[config.mk]
export PLATFORM = sky130hd
export DESIGN_NAME = kta_ram
export DESIGN_NICKNAME = d
export VERILOG_FILES = /design/src/hdl/kta_ram.sv
export SDC_FILE = /design/constraint.sdc
export NUM_CORES = 1
export LEC_CHECK = 0
export ABC_CLOCK_PERIOD_IN_PS = 2900
export BUFFER_PORTS_ARGS = -buffer_cell sky130_fd_sc_hd__buf_4
export CAP_MARGIN = 0
export CELL_PAD_IN_SITES_DETAIL_PLACEMENT = 1
export CELL_PAD_IN_SITES_GLOBAL_PLACEMENT = 1
export CORE_MARGIN = 1
export CORE_UTILIZATION = 53
export CTS_BUF_LIST = sky130_fd_sc_hd__clkbuf_4 sky130_fd_sc_hd__clkbuf_8 sky130_fd_sc_hd__clkbuf_16
export DETAILED_ROUTE_END_ITERATION = 6
export PLACE_DENSITY_LB_ADDON = 0.08
export SETUP_SLACK_MARGIN = 0.5
export SYNTH_ARGS = -nofsm -noshare
export SYNTH_HDL_FRONTEND = slang
export SYNTH_SLANG_ARGS = --single-unit
[constraint.sdc]
create_clock -name clk -period 2.9 [get_ports clk]
set_input_delay 0.87 -clock clk [delete_from_list [all_inputs] [get_ports clk]]
set_output_delay 0.87 -clock clk [all_outputs]
set_load 0.01 [all_outputs]
[src/hdl/kta_ram.sv]
`default_nettype none
module kta_ram #(
	parameter int W = 8,
	parameter int D = 16
) (
	input  wire logic                 clk,
	input  wire logic                 we,
	input  wire logic [$clog2(D)-1:0] waddr,
	input  wire logic [W-1:0]         wdata,
	input  wire logic                 re,
	input  wire logic [$clog2(D)-1:0] raddr,
	output logic      [W-1:0]         rdata
);

	logic [W-1:0] mem [D];

	always_ff @(posedge clk) begin
		if (we) begin
			mem[waddr] <= wdata;
		end
	end

	always_ff @(posedge clk) begin
		if (re) begin
			rdata <= mem[raddr];
		end
	end

endmodule
`default_nettype wire

==> out/qor.txt <==
GRT Util Overall -> 0.233
NumNets Final -> 302
Hold endpoint -> rdata[1]
Worst setup path category -> primary input to flop
Die Wd -> 101 um
Seq. cell area -> 4080 um^2
Xor and xnor area share after synthesis -> 0
Finished Core Util -> 0.663
Main combinational cell family by area after synthesis -> multiplexers
Initial antenna violation count -> 0
Syn Std Cell Area -> 5230 um^2
Tot Pwr -> 4.52 mW
Post-route ant nets -> 0
DIE AREA -> 10300 um^2
CP arrival -> 2230 ps
Fill cells -> 750
R2R setup slack -> 1320 ps
Cells after synthesis -> 229
Max_slew headroom -> 0.543
CTS resizes -> 0
Outcome -> finished, final reports clean
Post-synth net total -> 248
H-tree levels -> 4
Largest delay contributor family on the critical path -> multiplexers
Hold_buf cts -> 0
Clock sink count -> 136
Initial DRC Count -> 156
Static Leak -> 2.11 nW
Routing usage on met2 -> 0.363
CORE AREA -> 9420 um^2
Average cell area after synthesis -> 22.8 um^2
Multi-input logic area -> 1060 um^2
Synthesis warning total -> 0
Reg2Reg Launch Point -> mem[9][3]
Worst EP required -> 3160 ps
Grt peak-use layer -> met2
WP buf/inv -> 2
Setup Fix Bufs, Post-CTS -> 0
Largest net degree at the start of global routing -> 33
Synth Area in Compound Gates -> 0.0230
Post-Layout Cell Count -> 425
Register area share after synthesis -> 0.781
Max Buffers Root-to-Sink -> 2
FF-to-FF path depth -> 3
Post-route minimum period -> 1970 ps
Endpoint class of the critical path -> flop
CP Launch Type -> primary input
Clk_lat worst skew -> 520 ps
Crit-path max FO -> 15
MaxCap Viol Count -> 0
Final Hold Viols -> 0
Drt drc -> 0
Post-route setup TNS -> 0 ps
Synth unique cells -> 18
Via/cell ratio -> 5.88
Final wirelength -> 10600 um
Worst-path clk slew -> 60 ps
P&R area growth vs syn -> 19.4%
Wire per inst -> 24.9 um
# IOs -> 27
Worst-Margin Slew -> 684 ps
Adder-Cell Fraction of Synth Area -> 0
CP max-delay cell -> mux4_1
TritonRoute pass-1 iters -> 4
F_max -> 507 MHz
Layout cells sized above 1 -> 0.324
First-pass GRT wire length -> 16000 um
Min-delay worst type -> primary input to flop
Gr ovfl total -> 0
RSZ-0062 raised after global routing -> no
Die H -> 101 um
CTS Buf Count -> 17
Initial Util -> 0.555
Vias -> 2500
Smallest hold slack -> 665 ps
Max stage delay on crit path -> 610 ps
Placed Cells -> 393
Maximum vdd drop -> 0.457 mV
Final setup viols -> 0
Met3 Use GR -> 0.0421
Post-synthesis mux area share -> 0.148
N_diodes -> 0
# rows -> 35
CP Cell Sequence -> buf_4, buf_12, mux4_1, a22oi_1, nand2_1
FF+latch count, synth -> 136
CTS tree -> yes
Clk_skew -> 7.16 ps
Hold path startpoint -> re
Fin. max-slew vios -> 0
Tcrit/Tclk final -> 0.680
I/O Buffers -> 26
Final HPWL DP -> 6740 um
GR Layer Usage met1 -> 0.325
CTS root buf -> clkbuf_8
Simple-Gate Fraction of Synth Area -> 0.0314
Cell Pwr Density -> 724 nW/um^2
Vias in the first global route -> 2614
GPL Wtd Cong -> 0.693
Crit Reg-Reg Endpoint -> rdata[3]
Hold Path Depth -> 1
stage by stage:
step | cell area [um^2] | worst slack (ps)
CTS | 6240 | 918
detailed placement | 5670 | 385
global route | 6240 | 861
finish | 6240 | 929
floorplan | 5230 | 537
global placement | 5670 | 400
sequential cells by signal, summed over array words and instances (netlist names):
register  cells
mem         128
rdata         8
cell usage in the layout, fill, tap and decap left out, drive strengths merged:
cell type,count
inv,4
edfxtp,136
nand2,9
nor2,13
clkbuf,19
nand3,1
mux4,32
clkinv,2
nor2b,1
or3b,1
nor3,4
buf,45
and2,1
a22oi,16
nand3b,2
clkinvlp,5
nand2b,2
and2b,1
bufinv,2
per-layer routing:
layer	part of all wire	vias to the layer above
met5	0	-
li1	-	1094
met2	0.51	81
met1	0.43	1316
met3	0.050	9
met4	0.013	0
how the worst max path moves through the flow:
stage | start | to | slack (ps) | cells past startpoint
3_3_place_gp | raddr[0] | rdata[0] | 400 | 5
5_1_grt | raddr[0] | rdata[0] | 860 | 5
6_report | raddr[0] | rdata[0] | 930 | 5
2_1_floorplan | waddr[2] | mem[0][0] | 540 | 2
3_5_place_dp | raddr[0] | rdata[0] | 380 | 5
4_1_cts | rdata[0] | rdata[0] | 920 | 1
power breakdown:
| part | total (mW) | internal [mW] | switching [mW] |
|---|---|---|---|
| clock | 2.07 | 1.25 | 0.820 |
| combinational | 0.223 | 0.0992 | 0.123 |
| sequential | 2.23 | 2.21 | 0.0118 |
| total | 4.52 | 3.56 | 0.955 |
synthesized netlist by cell type:
cell             instances  share of area
nand3_1                  1        0.00096
buf_6                    3         0.0065
a22oi_1                 16          0.023
clkdlybuf4s25_2          3         0.0057
buf_4                    1         0.0014
mux4_1                  14          0.070
nand3b_1                 2         0.0029
and2b_1                  1         0.0014
nand2_1                  9         0.0065
nor2b_1                  1         0.0012
or3b_2                   1         0.0017
mux4_2                  18          0.078
and2_1                   1         0.0012
buf_2                    3         0.0029
edfxtp_1               136           0.78
nor2_1                  13         0.0093
nor3_1                   4         0.0038
nand2b_1                 2         0.0024
cell families (layout without fill, tap and decap cells):
logic type             Yosys count  count (layout)
DFF                            136             136
AOI/OAI and AO/OA               16              16
muxes                           32              32
and+or+nand+nor                 35              35
buffers and inverters           10              77
final cells by class:
class,count,area share
timing repair buffer,45,0.0581
multi-input combinational,83,0.169
clock inverter,13,0.0235
clock buffer,19,0.0688
sequential,136,0.654
tap,129,0.0259
(Power assumes the default switching activity.)
