--- config.mk ---
export PLATFORM = sky130hd
export DESIGN_NAME = kta_div
export DESIGN_NICKNAME = d
export VERILOG_FILES = /design/src/hdl/kta_pkg.sv /design/src/hdl/kta_div.sv
export SDC_FILE = /design/constraint.sdc
export NUM_CORES = 1
export LEC_CHECK = 0
export ABC_AREA = 1
export BUFFER_PORTS_ARGS = -buffer_cell sky130_fd_sc_hd__buf_2
export CAP_MARGIN = 30
export CORE_MARGIN = 2
export CORE_UTILIZATION = 35
export CTS_BUF_LIST = sky130_fd_sc_hd__clkbuf_4
export CTS_CLUSTER_DIAMETER = 150
export DETAILED_ROUTE_END_ITERATION = 10
export HOLD_SLACK_MARGIN = 0.06
export PLACE_DENSITY = 0.58
export SLEW_MARGIN = 10
export SYNTH_ARGS = -nofsm -noshare
export SYNTH_HDL_FRONTEND = slang
export SYNTH_SLANG_ARGS = --single-unit
--- constraint.sdc ---
create_clock -name clk -period 2.2 [get_ports clk]
set_clock_uncertainty 0.2 [all_clocks]
set_input_delay 0.22 -clock clk [delete_from_list [all_inputs] [get_ports clk]]
set_output_delay 0.22 -clock clk [all_outputs]
set_load 0.05 [all_outputs]
--- src/hdl/kta_pkg.sv ---
`default_nettype none
package kta_pkg;

	localparam int TABLE_ENTRIES = 64;
	localparam int TRAIL_DEPTH   = 32;

	localparam int SLOT_W   = $clog2(TABLE_ENTRIES);
	localparam int HEAD_W   = $clog2(TRAIL_DEPTH);
	localparam int FILL_W   = $clog2(TRAIL_DEPTH + 1);
	localparam int CNT_W    = $clog2(TABLE_ENTRIES + 1);
	localparam int TRAIL_AW = $clog2(TABLE_ENTRIES * TRAIL_DEPTH);

	localparam int KEY_W   = 24;
	localparam int TIME_W  = 32;
	localparam int LAT_W   = 31;
	localparam int LON_W   = 32;
	localparam int ALT_W   = 18;
	localparam int ALPHA_W = 9;
	localparam int CFG_W   = 20;
	localparam int QUO_W   = 8;

	localparam int IN_TDATA_W  = 144;
	localparam int OUT_TDATA_W = 64;

	localparam logic [SLOT_W-1:0]  LAST_SLOT      = SLOT_W'(TABLE_ENTRIES - 1);
	localparam logic [HEAD_W-1:0]  LAST_HEAD      = HEAD_W'(TRAIL_DEPTH - 1);
	localparam logic [FILL_W-1:0]  FILL_MAX       = FILL_W'(TRAIL_DEPTH);
	localparam logic [ALPHA_W-1:0] ALPHA_ONE      = 9'd256;
	localparam logic [CFG_W-1:0]   DEFAULT_WINDOW = 20'd1000;
	localparam logic [CFG_W-1:0]   MAX_AGE_RST    = 20'd60000;
	localparam logic [CFG_W-1:0]   FADE_START_RST = 20'd30000;

	// register indexes
	localparam logic REG_MAX_AGE    = 1'b0;
	localparam logic REG_FADE_START = 1'b1;

	// result status codes
	localparam logic [2:0] ST_UPDATED  = 3'd0;
	localparam logic [2:0] ST_INSERTED = 3'd1;
	localparam logic [2:0] ST_DROPPED  = 3'd2;
	localparam logic [2:0] ST_LIVE     = 3'd3;
	localparam logic [2:0] ST_EXPIRED  = 3'd4;
	localparam logic [2:0] ST_IDLE     = 3'd5;

	typedef struct packed {
		logic [KEY_W-1:0]   key;
		logic [TIME_W-1:0]  upd;
		logic [ALPHA_W-1:0] alpha;
		logic [HEAD_W-1:0]  head;
		logic [FILL_W-1:0]  fill;
	} entry_t;

	typedef struct packed {
		logic [TIME_W-1:0] ts;
		logic [ALT_W-1:0]  alt;
		logic [LON_W-1:0]  lon;
		logic [LAT_W-1:0]  lat;
	} trail_t;

	localparam int ENTRY_W = $bits(entry_t);
	localparam int TRAIL_W = $bits(trail_t);

endpackage
`default_nettype wire

--- src/hdl/kta_div.sv ---
`default_nettype none
// Restoring divider: quo = floor(num * 2^QUO_W / den), needs num < den.
module kta_div (
	input  wire logic                        clk,
	input  wire logic                        arst_n,
	input  wire logic                        start,
	input  wire logic [kta_pkg::CFG_W-1:0]   num,
	input  wire logic [kta_pkg::CFG_W-1:0]   den,
	output logic                             done,
	output logic      [kta_pkg::QUO_W-1:0]   quo
);

	logic                          busy_q;
	logic [$clog2(kta_pkg::QUO_W)-1:0] cnt_q;
	logic [kta_pkg::CFG_W-1:0]     rem_q;
	logic [kta_pkg::CFG_W-1:0]     den_q;
	logic [kta_pkg::QUO_W-1:0]     quo_q;
	logic                          done_q;
	logic [kta_pkg::CFG_W:0]       rem2;
	logic                          ge;

	assign rem2 = {rem_q, 1'b0};
	assign ge   = rem2 >= {1'b0, den_q};

	always_ff @(posedge clk or negedge arst_n) begin
		if (!arst_n) begin
			busy_q <= 1'b0;
			done_q <= 1'b0;
			cnt_q  <= '0;
		end else begin
			done_q <= 1'b0;
			if (start) begin
				busy_q <= 1'b1;
				cnt_q  <= '0;
			end else if (busy_q) begin
				cnt_q <= cnt_q + 1'b1;
				if (cnt_q == ($clog2(kta_pkg::QUO_W))'(kta_pkg::QUO_W - 1)) begin
					busy_q <= 1'b0;
					done_q <= 1'b1;
				end
			end
		end
	end

	always_ff @(posedge clk) begin
		if (start) begin
			rem_q <= num;
			den_q <= den;
			quo_q <= '0;
		end else if (busy_q) begin
			// one quotient bit per cycle
			rem_q <= ge ? kta_pkg::CFG_W'(rem2 - {1'b0, den_q}) : kta_pkg::CFG_W'(rem2);
			quo_q <= {quo_q[kta_pkg::QUO_W-2:0], ge};
		end
	end

	assign done = done_q;
	assign quo  = quo_q;

endmodule
`default_nettype wire

==> flow_summary.json <==
{
  "reg2regPathDepth": 13,
  "clock_insertion_delay_worst_skew_ns": 0.42,
  "pin_count": 52,
  "drt_pass1_iterations": 4,
  "synth.distinct_cells": 31,
  "tightest_pin_transition_ns": 0.360,
  "via_total_after_detailed_routing": 3688,
  "antenna_found_initial": 0,
  "globalplace.congestion": 0.858,
  "end_kind": "flip-flop",
  "synth_area_in_compound_gates": 0.0467,
  "antenna-diode-count": 0,
  "groute.usage.overall": 0.190,
  "share_seq_of_total_power": 0.224,
  "viasPerCell": 4.51,
  "syn-mean-instance-area_um2": 7.33,
  "grt_setup_unrepaired": "true",
  "clock_tree.htree_level_count": 2,
  "dp_hpwl_mm": 6.92,
  "design.die.area_um2": 11000,
  "clkSlewWorstSetupHoldPaths_ns": 0.19,
  "crit_path_start_kind": "flip-flop",
  "async_reset_ff_frac": 0.0943,
  "proportion_of_power_drawn_by_combinational_gates": 0.700,
  "xor_and_xnor_area_share_after_synthesis": 0.0246,
  "vdd_drop_max_mv": 0.443,
  "internal_power_mw": 3.98,
  "power_density_nw_per_um2": 1190,
  "worst-setup-path-type": "reg -> reg",
  "placementRows": 36,
  "die_w_um": 105,
  "final-hold-violation-count": 0,
  "fill_cell_instance_count_of_the_final_layout": 920,
  "grt_pass1_vias": 3728,
  "r2r_setup_slk_ns": -0.15,
  "worstHoldEndpoint": "den_q[15]",
  "path_class_of_the_lowest_slack_min_delay_path": "in -> reg",
  "core-area_um2": 9820,
  "post-route-period-util": 1.07,
  "min_delay_path_depth": 2,
  "setup_slack_ns": -0.150,
  "synth_simple_gate_area_share": 0.326,
  "synth_top_family_by_area": "simple AND/OR/NAND/NOR gates",
  "initial_core_util": 0.363,
  "power.switching_mw": 2.86,
  "drt_drc_violations_left": 0,
  "synthesis.nets": 552,
  "die_height_um": 105,
  "clock_tree_from_tritoncts": "built",
  "syn2layout_area_growth_pct": 61.9,
  "crit_fanout": 6,
  "slew_headroom": 0.760,
  "clock_sink_count": 53,
  "ys.flop_type": "edfxtp_1",
  "timing.final.max_slew_violations": 0,
  "power.share.clock": 0.076,
  "grt_first_pass_wirelength_mm": 17.0,
  "synth_fa_ha_area_frac": 0.0829,
  "synth-edff-count": 40,
  "synth-warning-count": 0,
  "reg2reg_to": "rem_q[10]",
  "max_freq_mhz": 426,
  "clockRootBuffer": "clkbuf_4",
  "synth.ff_latch_count": 53,
  "violations": "setup timing",
  "routed_wire_per_std_cell_um": 12.4,
  "cap_violations": 0,
  "seqCellArea_um2": 1490,
  "hold_start": "den[15]",
  "r2r_start": "rem_q[13]",
  "buffer_ports.inserted": 51,
  "clock_tree.buffer_depth": 2,
  "setup_viol": 21,
  "multi_input_comb_area_um2": 2180,
  "share_of_synthesized_area_occupied_by_flip_flops_and_latches": 0.417,
  "post_synth_inst_count": 486,
  "total_leakage_power_nw": 2.83,
  "ant_nets": 0,
  "grt_start_max_net_pins": 33,
  "min_period_ns": 2.35,
  "worst_ep_required_time_ns": 2.19,
  "dp_worst_setup_slack_ns": -0.228,
  "muxShareOfSynthArea": 0,
  "switching_share": 0.418,
  "tritoncts.num_buffers": 5,
  "mappedNetlistArea_um2": 3560,
  "post_layout_net_count": 749,
  "grt-ovfl-total": 0,
  "finalSetupTns_ns": -1.84,
  "worst_ep_arrival_time_ns": 2.34,
  "run_status": "finished, violations left",
  "count_of_routing_violations_after_the_opening_detailed_route_iteration": 95,
  "post_route_cells_drive_above_1_share": 0.401,
  "wirelength_mm": 10.1
}
==> power by group through the flow <==
stage               registers [mW]  logic (mW)  clock network (mW)
CTS                           1.52        4.55               0.549
global route                  1.55        5.26               0.566
floorplan                     1.50        1.98                   0
detailed placement            1.48        3.36                   0
global placement              1.48        3.34                   0
finish                        1.53        4.80               0.520
==> through the flow <==
stage	cells	instance area (um^2)	power [mW]	hold WS (ns)	util
finish	817	5770	6.85	0.287	0.587
global route	817	5770	7.39	0.283	0.587
CTS	813	5650	6.62	0.268	0.576
detailed placement	736	4520	4.85	-0.158	0.460
global placement	736	4520	4.81	-0.160	0.460
floorplan	486	3560	3.48	-0.276	-
==> how the worst max path moves through the flow <==
stage | startpoint | end | slack [ns] | cells after the start
global placement | rem_q[9] | rem_q[8] | -0.21 | 11
floorplan | rem_q[11] | rem_q[12] | 0.03 | 12
global route | rem_q[11] | rem_q[6] | -0.25 | 14
detailed placement | rem_q[14] | rem_q[2] | -0.23 | 12
CTS | rem_q[8] | rem_q[5] | -0.11 | 13
finish | rem_q[13] | rem_q[10] | -0.15 | 13
==> synth_stat cells (2+ instances only) <==
cell	instances	share of area
dfrtp_1	5	0.035
edfxtp_1	40	0.34
buf_6	2	0.0063
a21oi_1	10	0.014
o22ai_1	6	0.011
nand2_1	168	0.18
nor2_1	53	0.056
dfxtp_1	8	0.045
nand3b_1	5	0.011
buf_1	2	0.0021
ha_1	22	0.077
inv_1	80	0.084
nand3_1	38	0.053
o21ai_1	5	0.0070
inv_2	2	0.0021
nand4_1	2	0.0035
nand2_2	4	0.0070
o21ai_0	6	0.0084
nor2_2	3	0.0053
clkbuf_1	4	0.0042
xnor2_1	9	0.022
nor3_1	3	0.0042
==> per-layer routing <==
| layer | vias up | global-route usage | wire length [um] |
|---|---|---|---|
| met2 | 55 | 0.321 | 4860 |
| met1 | 1699 | 0.255 | 4820 |
| met4 | 0 | 0.0476 | 131 |
| met5 | - | 0 | 0 |
| li1 | 1922 | - | - |
| met3 | 12 | 0.0293 | 325 |
==> cell usage in the layout, fill, tap and decap left out, types with 3 or more instances in the layout <==
master,Yosys,final
a21oi_1,10,8
buf_12,0,3
buf_2,0,51
buf_4,1,94
buf_6,2,7
clkbuf_4,0,5
dfrtp_1,5,5
dfxtp_1,8,8
dlygate4sd3_1,0,43
edfxtp_1,40,40
ha_1,22,3
ha_4,0,18
inv_1,80,66
inv_2,2,16
nand2_1,168,131
nand2_2,4,35
nand2_4,0,6
nand3_1,38,30
nand3_2,0,8
nand3b_1,5,5
nor2_1,53,38
nor2_2,3,15
nor2_4,1,4
o21ai_0,6,5
o21ai_1,5,5
o22ai_1,6,6
xnor2_1,9,9
==> cell type report <==
class | count | share of cell area
clock inverters | 3 | 0.00499
inverters | 83 | 0.0542
multi-input cells | 341 | 0.378
clock buffers | 5 | 0.00651
well taps | 133 | 0.0289
repair buffers | 199 | 0.270
flip-flops and latches | 53 | 0.258
==> critical path, cell delays in order, from the launching register on <==
cell      delay [ns]
edfxtp_1        0.48
ha_4            0.33
nand2_1         0.09
nor2_2          0.12
nand2_1         0.08
nor2_1          0.13
nand2_2         0.08
nand4_4         0.12
buf_12          0.13
buf_12          0.09
buf_12          0.11
nand2_1         0.05
nand3_1         0.07
nand2_1         0.05
==> registers in the layout, indices dropped and copies added, names as in the netlist <==
name,cells
den_q,20
rem_q,20
quo,8
cnt_q,3
busy_q,1
done,1
==> cell families (layout without fill, tap and decap cells) <==
| kind of cell | Yosys count | in the layout |
|---|---|---|
| simple gates | 278 | 278 |
| xor+xnor | 10 | 10 |
| compound gates | 30 | 30 |
| fa+ha+maj | 23 | 23 |
| buf+inv | 92 | 290 |
| flops | 53 | 53 |
==> timing repair <==
item                                   CTS  global route
hold buffers                            43             0
buffers inserted                        24             6
resized for setup                       84            35
setup endpoints to repair               21            21
gates cloned                             2             0
endpoints found under the hold margin   45             0
pin swaps                               37            11
Power figures use the tool's default switching activity.
